**config.mk**
```make
export PLATFORM = sky130hd
export DESIGN_NAME = cdmd_job_fifo
export DESIGN_NICKNAME = d
export VERILOG_FILES = /design/src/rtl/core/cdmd_pkg.sv /design/src/rtl/core/cdmd_job_fifo.sv
export SDC_FILE = /design/constraint.sdc
export NUM_CORES = 1
export LEC_CHECK = 0
export ABC_AREA = 1
export BUFFER_PORTS_ARGS = -buffer_cell sky130_fd_sc_hd__buf_2
export CAP_MARGIN = 20
export CORE_ASPECT_RATIO = 1.4
export CORE_UTILIZATION = 43
export CTS_CLUSTER_DIAMETER = 100
export DETAILED_ROUTE_END_ITERATION = 6
export PLACE_DENSITY = 0.7
export SETUP_SLACK_MARGIN = 0.5
export SLEW_MARGIN = 30
export SYNTH_ARGS = -nofsm -noshare
export SYNTH_HDL_FRONTEND = slang
export SYNTH_SLANG_ARGS = --single-unit
```
**constraint.sdc**
```tcl
create_clock -name clk -period 9.13 [get_ports clk]
set_clock_uncertainty 0.15 [all_clocks]
set_input_delay 2.2825 -clock clk [delete_from_list [all_inputs] [get_ports clk]]
set_output_delay 2.2825 -clock clk [all_outputs]
set_load 0.02 [all_outputs]
```
**src/rtl/core/cdmd_pkg.sv**
```systemverilog
// ----------------------------------------------------------------------------
// Colour difference mask and dilation: shared definitions
// Geometry limits, register indexes, item types and queue depths.
// ----------------------------------------------------------------------------
package cdmd_pkg;

    localparam int MAX_WIDTH     = 2048;
    localparam int FW_BITS       = 12;
    localparam int FH_BITS       = 13;
    localparam int THR_BITS      = 8;
    localparam int PIX_BITS      = 8;
    localparam int CFG_DATA_BITS = 13;

    localparam int W_BITS     = $clog2(MAX_WIDTH + 1);
    localparam int EXT_BITS   = (FW_BITS > W_BITS) ? FW_BITS : W_BITS;
    localparam int RING_AW    = $clog2(MAX_WIDTH) + 2;
    localparam int RING_DEPTH = 1 << RING_AW;

    localparam int JQ_DEPTH = 4;
    localparam int JQ_PW    = $clog2(JQ_DEPTH);
    localparam int JQ_CW    = $clog2(JQ_DEPTH + 1);
    localparam int RQ_DEPTH = 4;
    localparam int RQ_PW    = $clog2(RQ_DEPTH);
    localparam int RQ_CW    = $clog2(RQ_DEPTH + 1);

    localparam logic                FUNC_PIXEL = 1'b0;
    localparam logic [PIX_BITS-1:0] MASK_SET   = PIX_BITS'(255);
    localparam logic [PIX_BITS-1:0] MASK_CLEAR = '0;

    typedef enum logic [1:0] {
        CFG_FRAME_WIDTH    = 2'd0,
        CFG_FRAME_HEIGHT   = 2'd1,
        CFG_DIFF_THRESHOLD = 2'd2,
        CFG_TARGET_RED     = 2'd3
    } cfg_idx_t;

    typedef struct packed {
        logic                func;
        logic [PIX_BITS-1:0] blue;
        logic [PIX_BITS-1:0] red;
    } sample_t;

    typedef struct packed {
        logic [PIX_BITS-1:0] mask_value;
        logic                last_in_frame;
    } result_t;

    typedef struct packed {
        logic               en;
        logic [RING_AW-1:0] addr;
        logic               data;
    } ring_wr_t;

    typedef struct packed {
        logic [RING_AW-1:0] up_addr;
        logic [RING_AW-1:0] center_addr;
        logic [RING_AW-1:0] down_addr;
        logic               up_ok;
        logic               left_ok;
        logic               right_ok;
        logic               down_ok;
        logic               last;
    } job_t;

endpackage

```
**src/rtl/core/cdmd_job_fifo.sv**
```systemverilog
// ----------------------------------------------------------------------------
// Colour difference mask and dilation: job queue
// Short queue of output jobs between the front end and the back end.
// ----------------------------------------------------------------------------
module cdmd_job_fifo
    import cdmd_pkg::*;
(
    input  logic clk,
    input  logic rst_n,
    input  logic push,
    input  job_t job_in,
    output logic full,
    input  logic pop,
    output job_t job_out,
    output logic empty
);

    job_t             mem_q [JQ_DEPTH];
    logic [JQ_PW-1:0] wr_ptr_reg, wr_ptr_next;
    logic [JQ_PW-1:0] rd_ptr_reg, rd_ptr_next;
    logic [JQ_CW-1:0] count_reg, count_next;
    logic             do_push, do_pop;

    assign full    = count_reg == JQ_CW'(JQ_DEPTH);
    assign empty   = count_reg == '0;
    assign do_push = push && !full;
    assign do_pop  = pop && !empty;
    assign job_out = mem_q[rd_ptr_reg];

    always_comb
    begin
        wr_ptr_next = do_push ? wr_ptr_reg + JQ_PW'(1) : wr_ptr_reg;
        rd_ptr_next = do_pop ? rd_ptr_reg + JQ_PW'(1) : rd_ptr_reg;
        count_next  = count_reg + JQ_CW'(do_push) - JQ_CW'(do_pop);
    end

    always_ff @(posedge clk)
    begin
        if (do_push)
        begin
            mem_q[wr_ptr_reg] <= job_in;
        end
    end

    always_ff @(posedge clk or negedge rst_n)
    begin
        if (!rst_n)
        begin
            wr_ptr_reg <= '0;
            rd_ptr_reg <= '0;
            count_reg  <= '0;
        end
        else
        begin
            wr_ptr_reg <= wr_ptr_next;
            rd_ptr_reg <= rd_ptr_next;
            count_reg  <= count_next;
        end
    end

    a_jq_count: assert property (@(posedge clk) disable iff (!rst_n)
        (push && !full && !pop) |=> count_reg == $past(count_reg) + JQ_CW'(1))
        else $error("job queue count lost a push");

endmodule

```
== Word level (Yosys, flattened, before mapping) ==
Memory sizes are Yosys's and may differ from the RTL's.
Index checks and enable logic that the tools add are counted.
Word-level totals
  bits in writable memories: 176
  latch bits: 0
  word-level logic and storage cells: 16
  memories kept: 1
  bits of input ports: 48
  ROM bits: 0
  bits in registers: 7
  output and inout port bits: 46
Operators by class
  shifts and indexed selects: 0
  equality and inequality tests: 1
  order comparisons: 0
  bitwise logic cells: 0
  multiply operators: 0
  multiplexer cells: 2
  $add $sub $neg: 4
  div/mod/pow operators: 0
  reduce and logical (&&, ||, !) cells: 5
Memories
  mem_q: depth 4, bits a word 44, read ports 1, clocked after Yosys merged registers in 0, write ports 1, line cdmd_job_fifo.sv:18  | job_t mem_q [JQ_DEPTH];
Operators by type and width (count)
  $add A2 B1 Y2 const B: 2
  $add A3 B1 Y3: 1
  $eq A3 B3 Y1 const B: 1
  $logic_not A3 Y1: 1
  $sub A3 B1 Y3: 1
  $logic_and A1 B1 Y1: 2
  $logic_not A1 Y1: 2
  $mux W1: 2

== Longest topological paths before layout ==
  word-level depth: 5
  mapped depth: 10
  depth with buffers taken out: 10

== Least setup slack after synthesis ==
OpenSTA, ideal clock, no wires.
  kind: input port to flip-flop
  start point: in push
  end point: mem mem_q[0][0] (netlist bit), enable pin
  stages: 2
  slack: 4.252 ns
  data arrival time: 4.282 ns
  data required time: 8.534 ns
  path buffers: 0
  cells stage by stage: nand2_1 nor2_1
On the way
  cells in the longest elaborated chain, start to end: 3
RTL lines
  start: declaration: line cdmd_job_fifo.sv:10  | input logic push,
  $logic_and A1 B1 Y1: line cdmd_job_fifo.sv:26  | assign do_push = push && !full;
  $mux W1: line cdmd_job_fifo.sv:39  | if (do_push)
  $mux W1 (implied by the code): line cdmd_job_fifo.sv:41  | mem_q[wr_ptr_reg] <= job_in;
  end: declaration: line cdmd_job_fifo.sv:18
Every way passes these cells.

==> flow_summary.toml <==
[sta]
min_period_ns = 5.01
fmax_ghz = 0.200
rsz0062_at_grt = "false"
slew_headroom_pct = 44.8
hold_viol_final = 0
finalSetupViolCount = 0
fin_setup_tns_ns = 0
setup_slack_ns = 4.12
min_period_over_period_pct = 54.8
maxSlewViolCount = 0
worst_slew_pin_slew_ns = 0.827

[detailed_routing]
drt_iter0_drc = 230
postRouteAntennaNets = 0
finalWirelength_um = 13500
avgViaCountPerCell = 4.85
post_drt_wl_per_cell_um = 14.6
first_pass_iters = 5
route.detailed.drc = 0
vias = 4475

[clock_tree]
cts_hold_buf = 0
htree_num_levels = 4
cts_tree = "yes"
cts_buffer_depth = 2
cts_buffers = 17
post_cts_resize_count = 0
clock-sinks = 183
root_buffer = "clkbuf_16"
clk_pin_slew_worst_paths_ns = 0.07
cts_setup_buffers = 0
worstSkewPairLatency_ns = 0.42

[place]
dp_cells = 889
dp_hpwl_um = 8040
port-buffer-count = 93
gp_congestion = 0.747
dp_slack_ns = 4.59
place_area_um2 = 7960

[synthesis]
synth_area_um2 = 7340
postSynthCellCount = 615
synth_seq_cells = 183
yosysUniqueCellTypes = 16
mappedNetlistNets = 670
avgSynthCellArea_um2 = 11.9
yosysSeqAreaShare_pct = 74.3
ys.warnings.count = 0

[critical_path]
crit_fanout = 72
worst_setup_path_start_kind = "flop"
critPathKind = "reg -> out"
r2r_start = "count_reg[1]"
worstPathArrival_ns = 2.57
startpoint = "rd_ptr_reg[0]"
crit_path_end_kind = "output port"
crit_required_ns = 6.70

[flow_run]
max-cap-violations = 0

[floorplanning]
die_area_um2 = 17600
coreArea_um2 = 16700
die_w_um = 112
initial_core_util_pct = 43.9
num_rows = 56
ioPinCount = 94
die_h_um = 157

[final_layout]
post-route-cell-area_um2 = 8530
multiInputGateArea_um2 = 1510
nets = 760
num-fill-cells = 1424
drive_above_1_share_pct = 19.1
final_core_util_pct = 50.9
fin_cells = 923
final_common_cell = "edfxtp_1"
largest_reg_flops = 176
register_area_um2 = 5460
area_growth_pct = 16.2
layout_common_cells = "edfxtp_1 (176), nand2_1 (151), buf_2 (93), nor2_1 (89), inv_1 (58)"

[global_route]
grt_max_degree = 73
grt_pass1_wl_um = 21500
grt.busiest_layer = "met2"
grt_pass1_vias = 4362
use_met1_pct = 17.6
grt.met2_usage_pct = 29.9
grt.total_usage_pct = 16.6
overflow = 0
grt_antenna_before_repair = 3
use_met3_pct = 4.49

[power_and_ir_drop]
powerDensity_nw_per_um2 = 336
cellLeakagePower_nw = 3.47
ir_drop_v = 0.000181

[worst_hold_path]
worstHoldStart = "rd_ptr_reg[1]"
hold_class = "reg -> reg"

[outcome]
status = "complete, no violations"
-- worst paths after layout --
check | to | depth (start not counted) | slack [ns]
setup / recovery | job_out[22] | 6 | 4.12
hold / removal | rd_ptr_reg[1] | 2 | 0.35
setup reg to reg | mem_q[2][28] | 5 | 6.55
hold reg to reg | rd_ptr_reg[1] | 2 | 0.35
max in group asynchronous | rd_ptr_reg[0] | 1 | 7.11
min in group asynchronous | count_reg[2] | 1 | 1.53
-- synth_stat cells --
library cell / n / area, um2
inv_2: 2 / 7.51
edfxtp_1: 176 / 5290
dfrtp_1: 7 / 175
o21ai_0: 44 / 220
o21ai_1: 44 / 220
clkbuf_1: 8 / 30.0
nand2_1: 151 / 567
inv_1: 58 / 218
nor2_1: 93 / 349
nand3_1: 4 / 20.0
ha_1: 6 / 75.1
buf_2: 11 / 55.1
fa_1: 1 / 20.0
clkbuf_2: 1 / 5.00
buf_6: 8 / 90.1
nand3b_1: 1 / 7.51
-- metrics by stage --
stage | hold WS, ns | total power [mW]
6_report | 0.354 | 2.86
5_1_grt | 0.381 | 3.05
4_1_cts | 0.355 | 2.90
3_5_place_dp | 0.338 | 2.20
3_3_place_gp | 0.323 | 2.19
2_1_floorplan | 0.311 | 1.92
-- routing by layer --
| metal | vias up | part of all wire [%] |
|---|---|---|
| li1 | 2239 | - |
| met1 | 2119 | 40 |
| met2 | 91 | 54 |
| met3 | 26 | 3.8 |
| met4 | 0 | 2.6 |
| met5 | - | 0 |
-- worst max-delay path, cell delays in order, from the launching register on --
cell     delay, ns
dfrtp_4       0.84
buf_4         0.66
nor2_1        0.10
nor2_1        0.12
o21ai_0       0.10
nand2_1       0.09
buf_2         0.17
-- power by group --
group	switching [mW]	internal, mW
sequential	0.0782	1.11
clock	0.334	0.361
combinational	0.696	0.290
total	1.11	1.76
-- logic make-up after synthesis --
kind of cell	after synthesis	synth area share [%]
AND/OR/NAND/NOR	249	12.8
flip-flops	183	74.3
AO/OA/AOI/OAI	88	6.00
buffers and inverters	88	5.52
adder cells (fa/ha/maj)	7	1.29
-- layout make-up --
class	count	area share [%]
well taps	203	2.98
repair buffers	99	5.98
inverters	60	2.64
diodes	3	0.0880
flip-flops and latches	183	64.0
clock inverters	14	1.60
clock buffers	17	4.99
multi-input cells	344	17.7
No activity file was read; power rests on OpenSTA's default activity.
