File: config.mk
export PLATFORM = sky130hd
export DESIGN_NAME = cdmd_front
export DESIGN_NICKNAME = d
export VERILOG_FILES = /design/src/rtl/core/cdmd_pkg.sv /design/src/rtl/core/cdmd_front.sv
export SDC_FILE = /design/constraint.sdc
export NUM_CORES = 1
export LEC_CHECK = 0
export ABC_AREA = 1
export BUFFER_PORTS_ARGS = -buffer_cell sky130_fd_sc_hd__buf_4
export CAP_MARGIN = 30
export CORE_MARGIN = 5
export CORE_UTILIZATION = 54
export CTS_CLUSTER_SIZE = 10
export DETAILED_ROUTE_END_ITERATION = 10
export GPL_ROUTABILITY_DRIVEN = 0
export HOLD_SLACK_MARGIN = 0.03
export PLACE_DENSITY = 0.74
export REMOVE_ABC_BUFFERS = 1
export SYNTH_ARGS = -nofsm -noshare
export SYNTH_HDL_FRONTEND = slang
export SYNTH_SLANG_ARGS = --single-unit
File: constraint.sdc
create_clock -name clk -period 5.5 [get_ports clk]
set_clock_uncertainty 0.2 [all_clocks]
set_input_delay 1.1 -clock clk [delete_from_list [all_inputs] [get_ports clk]]
set_output_delay 1.1 -clock clk [all_outputs]
set_load 0.03 [all_outputs]
File: src/rtl/core/cdmd_pkg.sv
// ----------------------------------------------------------------------------
// Colour difference mask and dilation: shared definitions
// Geometry limits, register indexes, item types and queue depths.
// ----------------------------------------------------------------------------
package cdmd_pkg;

    localparam int MAX_WIDTH     = 2048;
    localparam int FW_BITS       = 12;
    localparam int FH_BITS       = 13;
    localparam int THR_BITS      = 8;
    localparam int PIX_BITS      = 8;
    localparam int CFG_DATA_BITS = 13;

    localparam int W_BITS     = $clog2(MAX_WIDTH + 1);
    localparam int EXT_BITS   = (FW_BITS > W_BITS) ? FW_BITS : W_BITS;
    localparam int RING_AW    = $clog2(MAX_WIDTH) + 2;
    localparam int RING_DEPTH = 1 << RING_AW;

    localparam int JQ_DEPTH = 4;
    localparam int JQ_PW    = $clog2(JQ_DEPTH);
    localparam int JQ_CW    = $clog2(JQ_DEPTH + 1);
    localparam int RQ_DEPTH = 4;
    localparam int RQ_PW    = $clog2(RQ_DEPTH);
    localparam int RQ_CW    = $clog2(RQ_DEPTH + 1);

    localparam logic                FUNC_PIXEL = 1'b0;
    localparam logic [PIX_BITS-1:0] MASK_SET   = PIX_BITS'(255);
    localparam logic [PIX_BITS-1:0] MASK_CLEAR = '0;

    typedef enum logic [1:0] {
        CFG_FRAME_WIDTH    = 2'd0,
        CFG_FRAME_HEIGHT   = 2'd1,
        CFG_DIFF_THRESHOLD = 2'd2,
        CFG_TARGET_RED     = 2'd3
    } cfg_idx_t;

    typedef struct packed {
        logic                func;
        logic [PIX_BITS-1:0] blue;
        logic [PIX_BITS-1:0] red;
    } sample_t;

    typedef struct packed {
        logic [PIX_BITS-1:0] mask_value;
        logic                last_in_frame;
    } result_t;

    typedef struct packed {
        logic               en;
        logic [RING_AW-1:0] addr;
        logic               data;
    } ring_wr_t;

    typedef struct packed {
        logic [RING_AW-1:0] up_addr;
        logic [RING_AW-1:0] center_addr;
        logic [RING_AW-1:0] down_addr;
        logic               up_ok;
        logic               left_ok;
        logic               right_ok;
        logic               down_ok;
        logic               last;
    } job_t;

endpackage

File: src/rtl/core/cdmd_front.sv
// ----------------------------------------------------------------------------
// Colour difference mask and dilation: front end
// Holds configuration, thresholds each pixel into a mask bit, writes it to
// the line ring and issues one output job per released pixel.
// ----------------------------------------------------------------------------
module cdmd_front
    import cdmd_pkg::*;
(
    input  logic                     clk,
    input  logic                     rst_n,
    input  logic                     cfg_valid,
    input  cfg_idx_t                 cfg_index,
    input  logic [CFG_DATA_BITS-1:0] cfg_data,
    input  logic                     push,
    input  sample_t                  sample,
    input  logic                     job_full,
    output logic                     accept,
    output logic                     job_push,
    output job_t                     job,
    output ring_wr_t                 ring_wr
);

    logic [FW_BITS-1:0]  frame_width_reg;
    logic [FH_BITS-1:0]  frame_height_reg;
    logic [THR_BITS-1:0] diff_threshold_reg;
    logic                target_red_reg;

    logic [W_BITS-1:0]  pending_reg, pending_next;
    logic [RING_AW-1:0] wptr_reg, wptr_next;
    logic [W_BITS-1:0]  out_col_reg, out_col_next;
    logic [FH_BITS-1:0] out_row_reg, out_row_next;

    logic [EXT_BITS-1:0]        fw_ext;
    logic [W_BITS-1:0]          w_eff, w_last;
    logic [FH_BITS-1:0]         h_eff, h_last;
    logic signed [PIX_BITS:0]   diff;
    logic                       new_bit;
    logic                       is_pixel;
    logic [W_BITS:0]            avail;
    logic                       emit;
    logic [RING_AW-1:0]         center;
    logic                       restart;

    always_comb
    begin
        fw_ext = EXT_BITS'(frame_width_reg);
        priority if (fw_ext == '0)
        begin
            w_eff = W_BITS'(1);
        end
        else if (fw_ext > EXT_BITS'(MAX_WIDTH))
        begin
            w_eff = W_BITS'(MAX_WIDTH);
        end
        else
        begin
            w_eff = W_BITS'(fw_ext);
        end
    end

    assign h_eff  = (frame_height_reg == '0) ? FH_BITS'(1) : frame_height_reg;
    assign w_last = w_eff - W_BITS'(1);
    assign h_last = h_eff - FH_BITS'(1);

    always_comb
    begin
        if (target_red_reg)
        begin
            diff = $signed({1'b0, sample.red}) - $signed({1'b0, sample.blue});
        end
        else
        begin
            diff = $signed({1'b0, sample.blue}) - $signed({1'b0, sample.red});
        end
    end

    assign new_bit  = diff > $signed({1'b0, diff_threshold_reg});
    assign is_pixel = sample.func == FUNC_PIXEL;
    assign avail    = is_pixel ? ((W_BITS + 1)'(pending_reg) + (W_BITS + 1)'(1))
                               : (W_BITS + 1)'(pending_reg);
    assign emit     = is_pixel ? (pending_reg >= w_eff) : (pending_reg != '0);
    assign center   = wptr_reg - RING_AW'(pending_reg);

    assign accept   = push && !job_full;
    assign job_push = accept && emit;

    always_comb
    begin
        job.center_addr = center;
        job.up_addr     = center - RING_AW'(w_eff);
        job.down_addr   = center + RING_AW'(w_eff);
        job.up_ok       = out_row_reg != '0;
        job.left_ok     = out_col_reg != '0;
        job.right_ok    = (out_col_reg < w_last) && (avail > (W_BITS + 1)'(1));
        job.down_ok     = (out_row_reg < h_last) && (avail > {1'b0, w_eff});
        job.last        = (out_row_reg == h_last) && (out_col_reg == w_last);
    end

    always_comb
    begin
        ring_wr.en   = accept && is_pixel;
        ring_wr.addr = wptr_reg;
        ring_wr.data = new_bit;
    end

    assign restart = cfg_valid
                     && (cfg_index == CFG_FRAME_WIDTH || cfg_index == CFG_FRAME_HEIGHT);

    always_comb
    begin
        pending_next = pending_reg;
        wptr_next    = wptr_reg;
        out_col_next = out_col_reg;
        out_row_next = out_row_reg;
        priority if (restart)
        begin
            pending_next = '0;
            wptr_next    = '0;
            out_col_next = '0;
            out_row_next = '0;
        end
        else if (accept)
        begin
            pending_next = W_BITS'(avail - (W_BITS + 1)'(emit));
            if (is_pixel)
            begin
                wptr_next = wptr_reg + RING_AW'(1);
            end
            if (emit)
            begin
                if (out_col_reg == w_last)
                begin
                    out_col_next = '0;
                    out_row_next = (out_row_reg == h_last) ? '0
                                                           : out_row_reg + FH_BITS'(1);
                end
                else
                begin
                    out_col_next = out_col_reg + W_BITS'(1);
                end
            end
        end
    end

    always_ff @(posedge clk or negedge rst_n)
    begin
        if (!rst_n)
        begin
            pending_reg <= '0;
            wptr_reg    <= '0;
            out_col_reg <= '0;
            out_row_reg <= '0;
        end
        else
        begin
            pending_reg <= pending_next;
            wptr_reg    <= wptr_next;
            out_col_reg <= out_col_next;
            out_row_reg <= out_row_next;
        end
    end

    always_ff @(posedge clk or negedge rst_n)
    begin
        if (!rst_n)
        begin
            frame_width_reg    <= FW_BITS'(640);
            frame_height_reg   <= FH_BITS'(480);
            diff_threshold_reg <= THR_BITS'(100);
            target_red_reg     <= 1'b1;
        end
        else if (cfg_valid)
        begin
            unique case (cfg_index)
                CFG_FRAME_WIDTH:    frame_width_reg    <= cfg_data[FW_BITS-1:0];
                CFG_FRAME_HEIGHT:   frame_height_reg   <= cfg_data[FH_BITS-1:0];
                CFG_DIFF_THRESHOLD: diff_threshold_reg <= cfg_data[THR_BITS-1:0];
                CFG_TARGET_RED:     target_red_reg     <= cfg_data[0];
                default:            target_red_reg     <= target_red_reg;
            endcase
        end
    end

    a_pending_bound: assert property (@(posedge clk) disable iff (!rst_n)
        pending_reg <= w_eff)
        else $error("pending count exceeds row width");

    a_out_col_bound: assert property (@(posedge clk) disable iff (!rst_n)
        out_col_reg < w_eff)
        else $error("output column outside row");

endmodule

======== Word-level counts from Yosys, hierarchy flattened ========
Cells that the tools add are included.
word-level totals
  flip-flop bits (word level) ............. 84
  bits in latches ......................... 0
  bits in writable memories ............... 0
  ROM bits ................................ 0
  output and inout bits ................... 61
  word-level logic and storage cells ...... 79
  memories kept ........................... 0
cells by class
  $add $sub $neg .......................... 12
  multiply operators ...................... 0
  divide/modulo/power cells ............... 0
  $lt $le $gt $ge ......................... 7
  equality and inequality tests ........... 6
  shifts and indexed selects .............. 0
  mux-type cells .......................... 20
  bitwise operators ....................... 1
  reductions and logical operators ........ 25
operators with widths
  kind                                                             count
  2-to-1 mux 13 bit                                                10
  2-to-1 mux 12 bit                                                8
  adder 13 x 1 -> 13 bit (second input constant)                   2
  subtractor 13 x 12 -> 13 bit                                     2
  nonzero test 12 bit                                              2
  subtractor 8 x 8 -> 9 bit                                        2
  adder 12 x 1 -> 13 bit (second input constant)                   1
  adder 13 x 12 -> 13 bit                                          1
  == test 13 bit                                                   1
  greater-than comparator 13 x 1 -> 1 bit (second input constant)  1
  greater-than comparator 13 x 12 -> 1 bit                         1
  logical NOT 13 bit                                               1
  < comparator 13 bit                                              1
  nonzero test 13 bit                                              1
  subtractor 13 x 1 -> 13 bit (second input constant)              1
  adder 12 x 1 -> 12 bit (second input constant)                   1
  == test 12 bit                                                   1
  >= comparator 12 bit                                             1
  greater-than comparator 12 bit (second input constant)           1
  logical NOT 12 bit                                               1
  < comparator 12 bit                                              1
  AND reduction 2 bit                                              6
  subtractor 12 x 1 -> 12 bit                                      1
  subtractor 12 x 1 -> 12 bit (second input constant)              1
  13 further kinds                                                 22

======== Depth between registers and ports, before layout ========
  depth after elaboration ................. 9
  mapped depth ............................ 26
  depth with buffers taken out ............ 25

======== Worst setup path before layout ========
No wires, ideal clock.
  kind .................................... register to output
  start ................................... register wptr_reg[0]
  end ..................................... output job[16] (netlist bit)
  arrival ................................. 3906 ps
  path slack .............................. 294 ps
  stages on the path, launching flop included .. 20
  path buffers ............................ 1
  cell sequence ........................... dfrtp_1 inv_1 ha_1 inv_1 fa_1 nand3_1 nand2_1 nand2_1 nand3_1 o21ai_0 o21ai_0 xor2_1 ha_1 clkbuf_1 nor2_1 inv_1 nor3_1 nand4_1 nand3_1 xor2_1
RTL lines
  what                    line               text
  start, declared         cdmd_front.sv:29   logic [RING_AW-1:0] wptr_reg, wptr_next;
  start signal, assigned  cdmd_front.sv:157  wptr_reg <= wptr_next;
  end, declared           cdmd_front.sv:19   output job_t job,

==> flow_metrics.py <==
metrics = {
    "flow_run": {
        "maxCapViolCount": 0,
    },
    "layout": {
        "num_antenna_cells": 0,
        "multi_input_area_um2": 6040,
        "fillers": 1491,
        "drive_above_1_share": 0.119,
        "syn_to_final_growth_pct": 14.1,
        "fin_cells": 1618,
        "seqCellArea_um2": 2110,
        "nets": 1555,
    },
    "timing": {
        "post-route-period-util": 0.935,
        "finalWorstSetupSlack_ns": 0.356,
        "setup_viol": 0,
        "slew_headroom": 0.548,
        "tns_ns": 0,
        "layout_min_cycle_time_ns": 5.14,
        "worstMarginPinSlew_ns": 0.677,
        "hold_slack_ns": 0.288,
        "rsz0062_at_grt": "no",
        "fmax_ghz": 0.194,
        "finalMaxSlewViolations": 0,
        "hold_viol_final": 0,
    },
    "logic_synthesis": {
        "yosysWarnings": 0,
        "yosys-top-cells-area": "dfrtp_1, ha_1, nand2_1, inv_1, xor2_1",
        "synth_top_area_cell": "dfrtp_1",
        "synth-xor-area-share": 0.0692,
        "netlist_instances": 1305,
        "yosysSeqAreaShare": 0.235,
        "synth_edf_count": 0,
        "yosysUniqueCellTypes": 48,
        "synth-async-reset-ratio": 1.00,
        "ys_ff_latch": 84,
        "synth_top_area_share": 0.206,
        "synth_ff_type": "dfrtp_1",
        "synth-compound-area-share": 0.125,
        "synthMuxAreaShare": 0.00237,
        "syn_area_per_cell_um2": 6.88,
        "synth_fa_ha_area_frac": 0.178,
        "yosys.area_share.simple": 0.296,
        "synth_top_family_by_area": "simple AND/OR/NAND/NOR gates",
        "netlist_area_um2": 8980,
    },
    "drt": {
        "top_layer": "met4",
        "vias": 8790,
        "route.detailed.wl_per_inst_um": 15.1,
        "drtIter0Drc": 521,
        "wl_met3_um": 1510,
        "postRouteWirelength_um": 24400,
        "ant_nets": 0,
        "first_pass_iters": 8,
        "via_per_inst": 5.43,
        "wl_met1_um": 11200,
        "post-route-drc-count": 0,
        "wl_met2_um": 11200,
    },
    "clock_tree": {
        "clkTransAtPathRegs_ns": 0.06,
        "cts_buffer_depth": 2,
        "cts_made_buffers": 9,
        "cts_tree": "built",
        "insertion_delay_ns": 0.35,
        "htree_levels": 3,
        "cts.sink_count": 84,
        "cts_root_buf": "clkbuf_16",
        "postCtsHoldBufs": 0,
    },
    "worst_setup_path": {
        "path_class": "reg2out",
        "critPathTopFamily": "adder cells",
        "crit_start": "wptr_reg[0]",
        "critPathCaptureType": "primary output",
        "cp.required_ns": 4.20,
        "worstSetupStartpointType": "flop",
        "crit_fanout": 7,
        "crit_path_cell_trace": "inv_1 -> ha_1 -> inv_1 -> fa_1 -> nand3_1 -> nand2_1 -> nand2_1 -> nand3_1 -> o21ai_0 -> o21ai_1 -> xor2_1 -> ha_2 -> nor2_1 -> inv_1 -> nor3_2 -> nand4_1 -> nand3_1 -> xor2_1 -> buf_4",
        "max_stage_delay_ns": 0.39,
        "r2r_start": "frame_width_reg[2]",
        "worstPathBufferInverterCount": 4,
        "cp_slowest_cell": "dfrtp_1",
        "arrival_ns": 3.84,
    },
    "die": {
        "rows": 47,
        "core-area_um2": 16500,
        "die_h_um": 139,
        "die_w_um": 139,
        "die_area_um2": 19300,
        "initial_core_util": 0.545,
        "ios": 98,
    },
    "placed_design": {
        "dp.cells": 1601,
        "hpwlAfterDp_um": 19600,
        "place_ws_ns": 0.601,
        "io_buffers": 97,
    },
    "global_routing": {
        "grt_pass1_vias": 8075,
        "grt_pass1_wl_um": 39900,
        "grt_usage": 0.247,
        "grt_max_degree": 46,
        "grt_overflow": 0,
        "antenna_found_initial": 0,
    },
    "min_path": {
        "min_path_type": "reg2reg",
        "hp-start": "diff_threshold_reg[3]",
    },
    "outcome": {
        "status": "complete, no violations",
    },
}
[synthesized netlist by cell type, types with 10 or more instances]
cell type	n
dfrtp_1	74
inv_1	188
nand3_1	86
xnor2_1	13
nor2_1	106
nand2_2	10
clkbuf_1	15
ha_1	120
a21oi_1	76
dfstp_2	10
nor3_1	38
nand2_1	299
nand4_1	25
nor4_1	12
xor2_1	58
o21ai_0	93
[cells by family after synthesis]
family          after synthesis
compound gates              207
xor+xnor                     71
fa+ha+maj                   125
buf+inv                     217
flops                        84
mux                           2
other cells                   1
simple gates                598
[worst paths after layout]
check | to | slack [ns] | cells after the start
worst min-delay path | diff_threshold_reg[3] | 0.29 | 2
min in group asynchronous | out_row_reg[0] | 0.53 | 1
worst max-delay path | job[16] | 0.36 | 19
worst min register to register | diff_threshold_reg[3] | 0.29 | 2
worst max register to register | pending_reg[8] | 1.40 | 25
max in group asynchronous | diff_threshold_reg[2] | 3.88 | 2
[cell usage in the layout (no fill, tap or decap), types with 4 or more instances in the layout]
master / Yosys / routed
nor2_1: 106 / 105
nor2_4: 6 / 6
nand3_1: 86 / 86
nor4_1: 12 / 12
xnor2_1: 13 / 13
o21bai_1: 8 / 8
inv_1: 188 / 188
buf_4: 3 / 102
ha_1: 120 / 118
nor3_1: 38 / 37
dfrtp_1: 74 / 74
a211oi_1: 5 / 5
nand2_2: 10 / 10
o22ai_1: 6 / 6
fa_1: 5 / 5
o21ai_0: 93 / 92
dfstp_2: 10 / 10
a21oi_1: 76 / 76
nand4_1: 25 / 25
nor3_2: 3 / 4
clkbuf_16: 0 / 9
nand2_1: 299 / 299
xor2_1: 58 / 58
a21o_1: 5 / 5
[routing by layer]
layer	up-vias	track usage
li1	4465	-
met1	3970	0.342
met3	45	0.0383
met2	310	0.402
met4	0	0.0716
met5	-	0
[worst register-to-register path: stages, from the launching register on]
cell      delay (ns)
dfrtp_1         0.41
nor2_1          0.11
nand3_1         0.07
nor2_1          0.08
nand2_1         0.06
nand2_1         0.24
inv_1           0.15
nor2_1          0.33
inv_1           0.23
ha_1            0.36
nand2_1         0.06
inv_1           0.04
o21ai_0         0.06
nand3b_1        0.10
nor2_1          0.04
nand2_1         0.09
nand2_1         0.06
inv_1           0.06
ha_1            0.20
ha_1            0.21
nand3_1         0.18
nor3_4          0.29
nand2_1         0.10
nand2_1         0.08
nand3_1         0.11
o21ai_2         0.10
[metrics by stage]
| stage | cell area, µm² | util |
|---|---|---|
| 2_1_floorplan | 8860 | - |
| 3_5_place_dp | 9920 | 0.603 |
| 5_1_grt | 10200 | 0.622 |
| 4_1_cts | 10200 | 0.621 |
| 3_3_place_gp | 9900 | 0.601 |
| 6_report | 10200 | 0.622 |
[cell type report]
cell class              instances  share of cell area
flip-flops and latches         84               0.206
clock buffers                  10              0.0233
clock inverters                 6             0.00611
well taps                     220              0.0269
inverters                     191              0.0702
multi-input cells            1004               0.590
repair buffers                103              0.0774
[repair_timing]
item                       CTS  global route
setup buffers                0             1
gates resized for setup      0             5
setup endpoints to repair    0             5
Power is left out: the tool's default activity adds up to more than one toggle a clock period on the data nets, which glitch-free logic cannot reach.
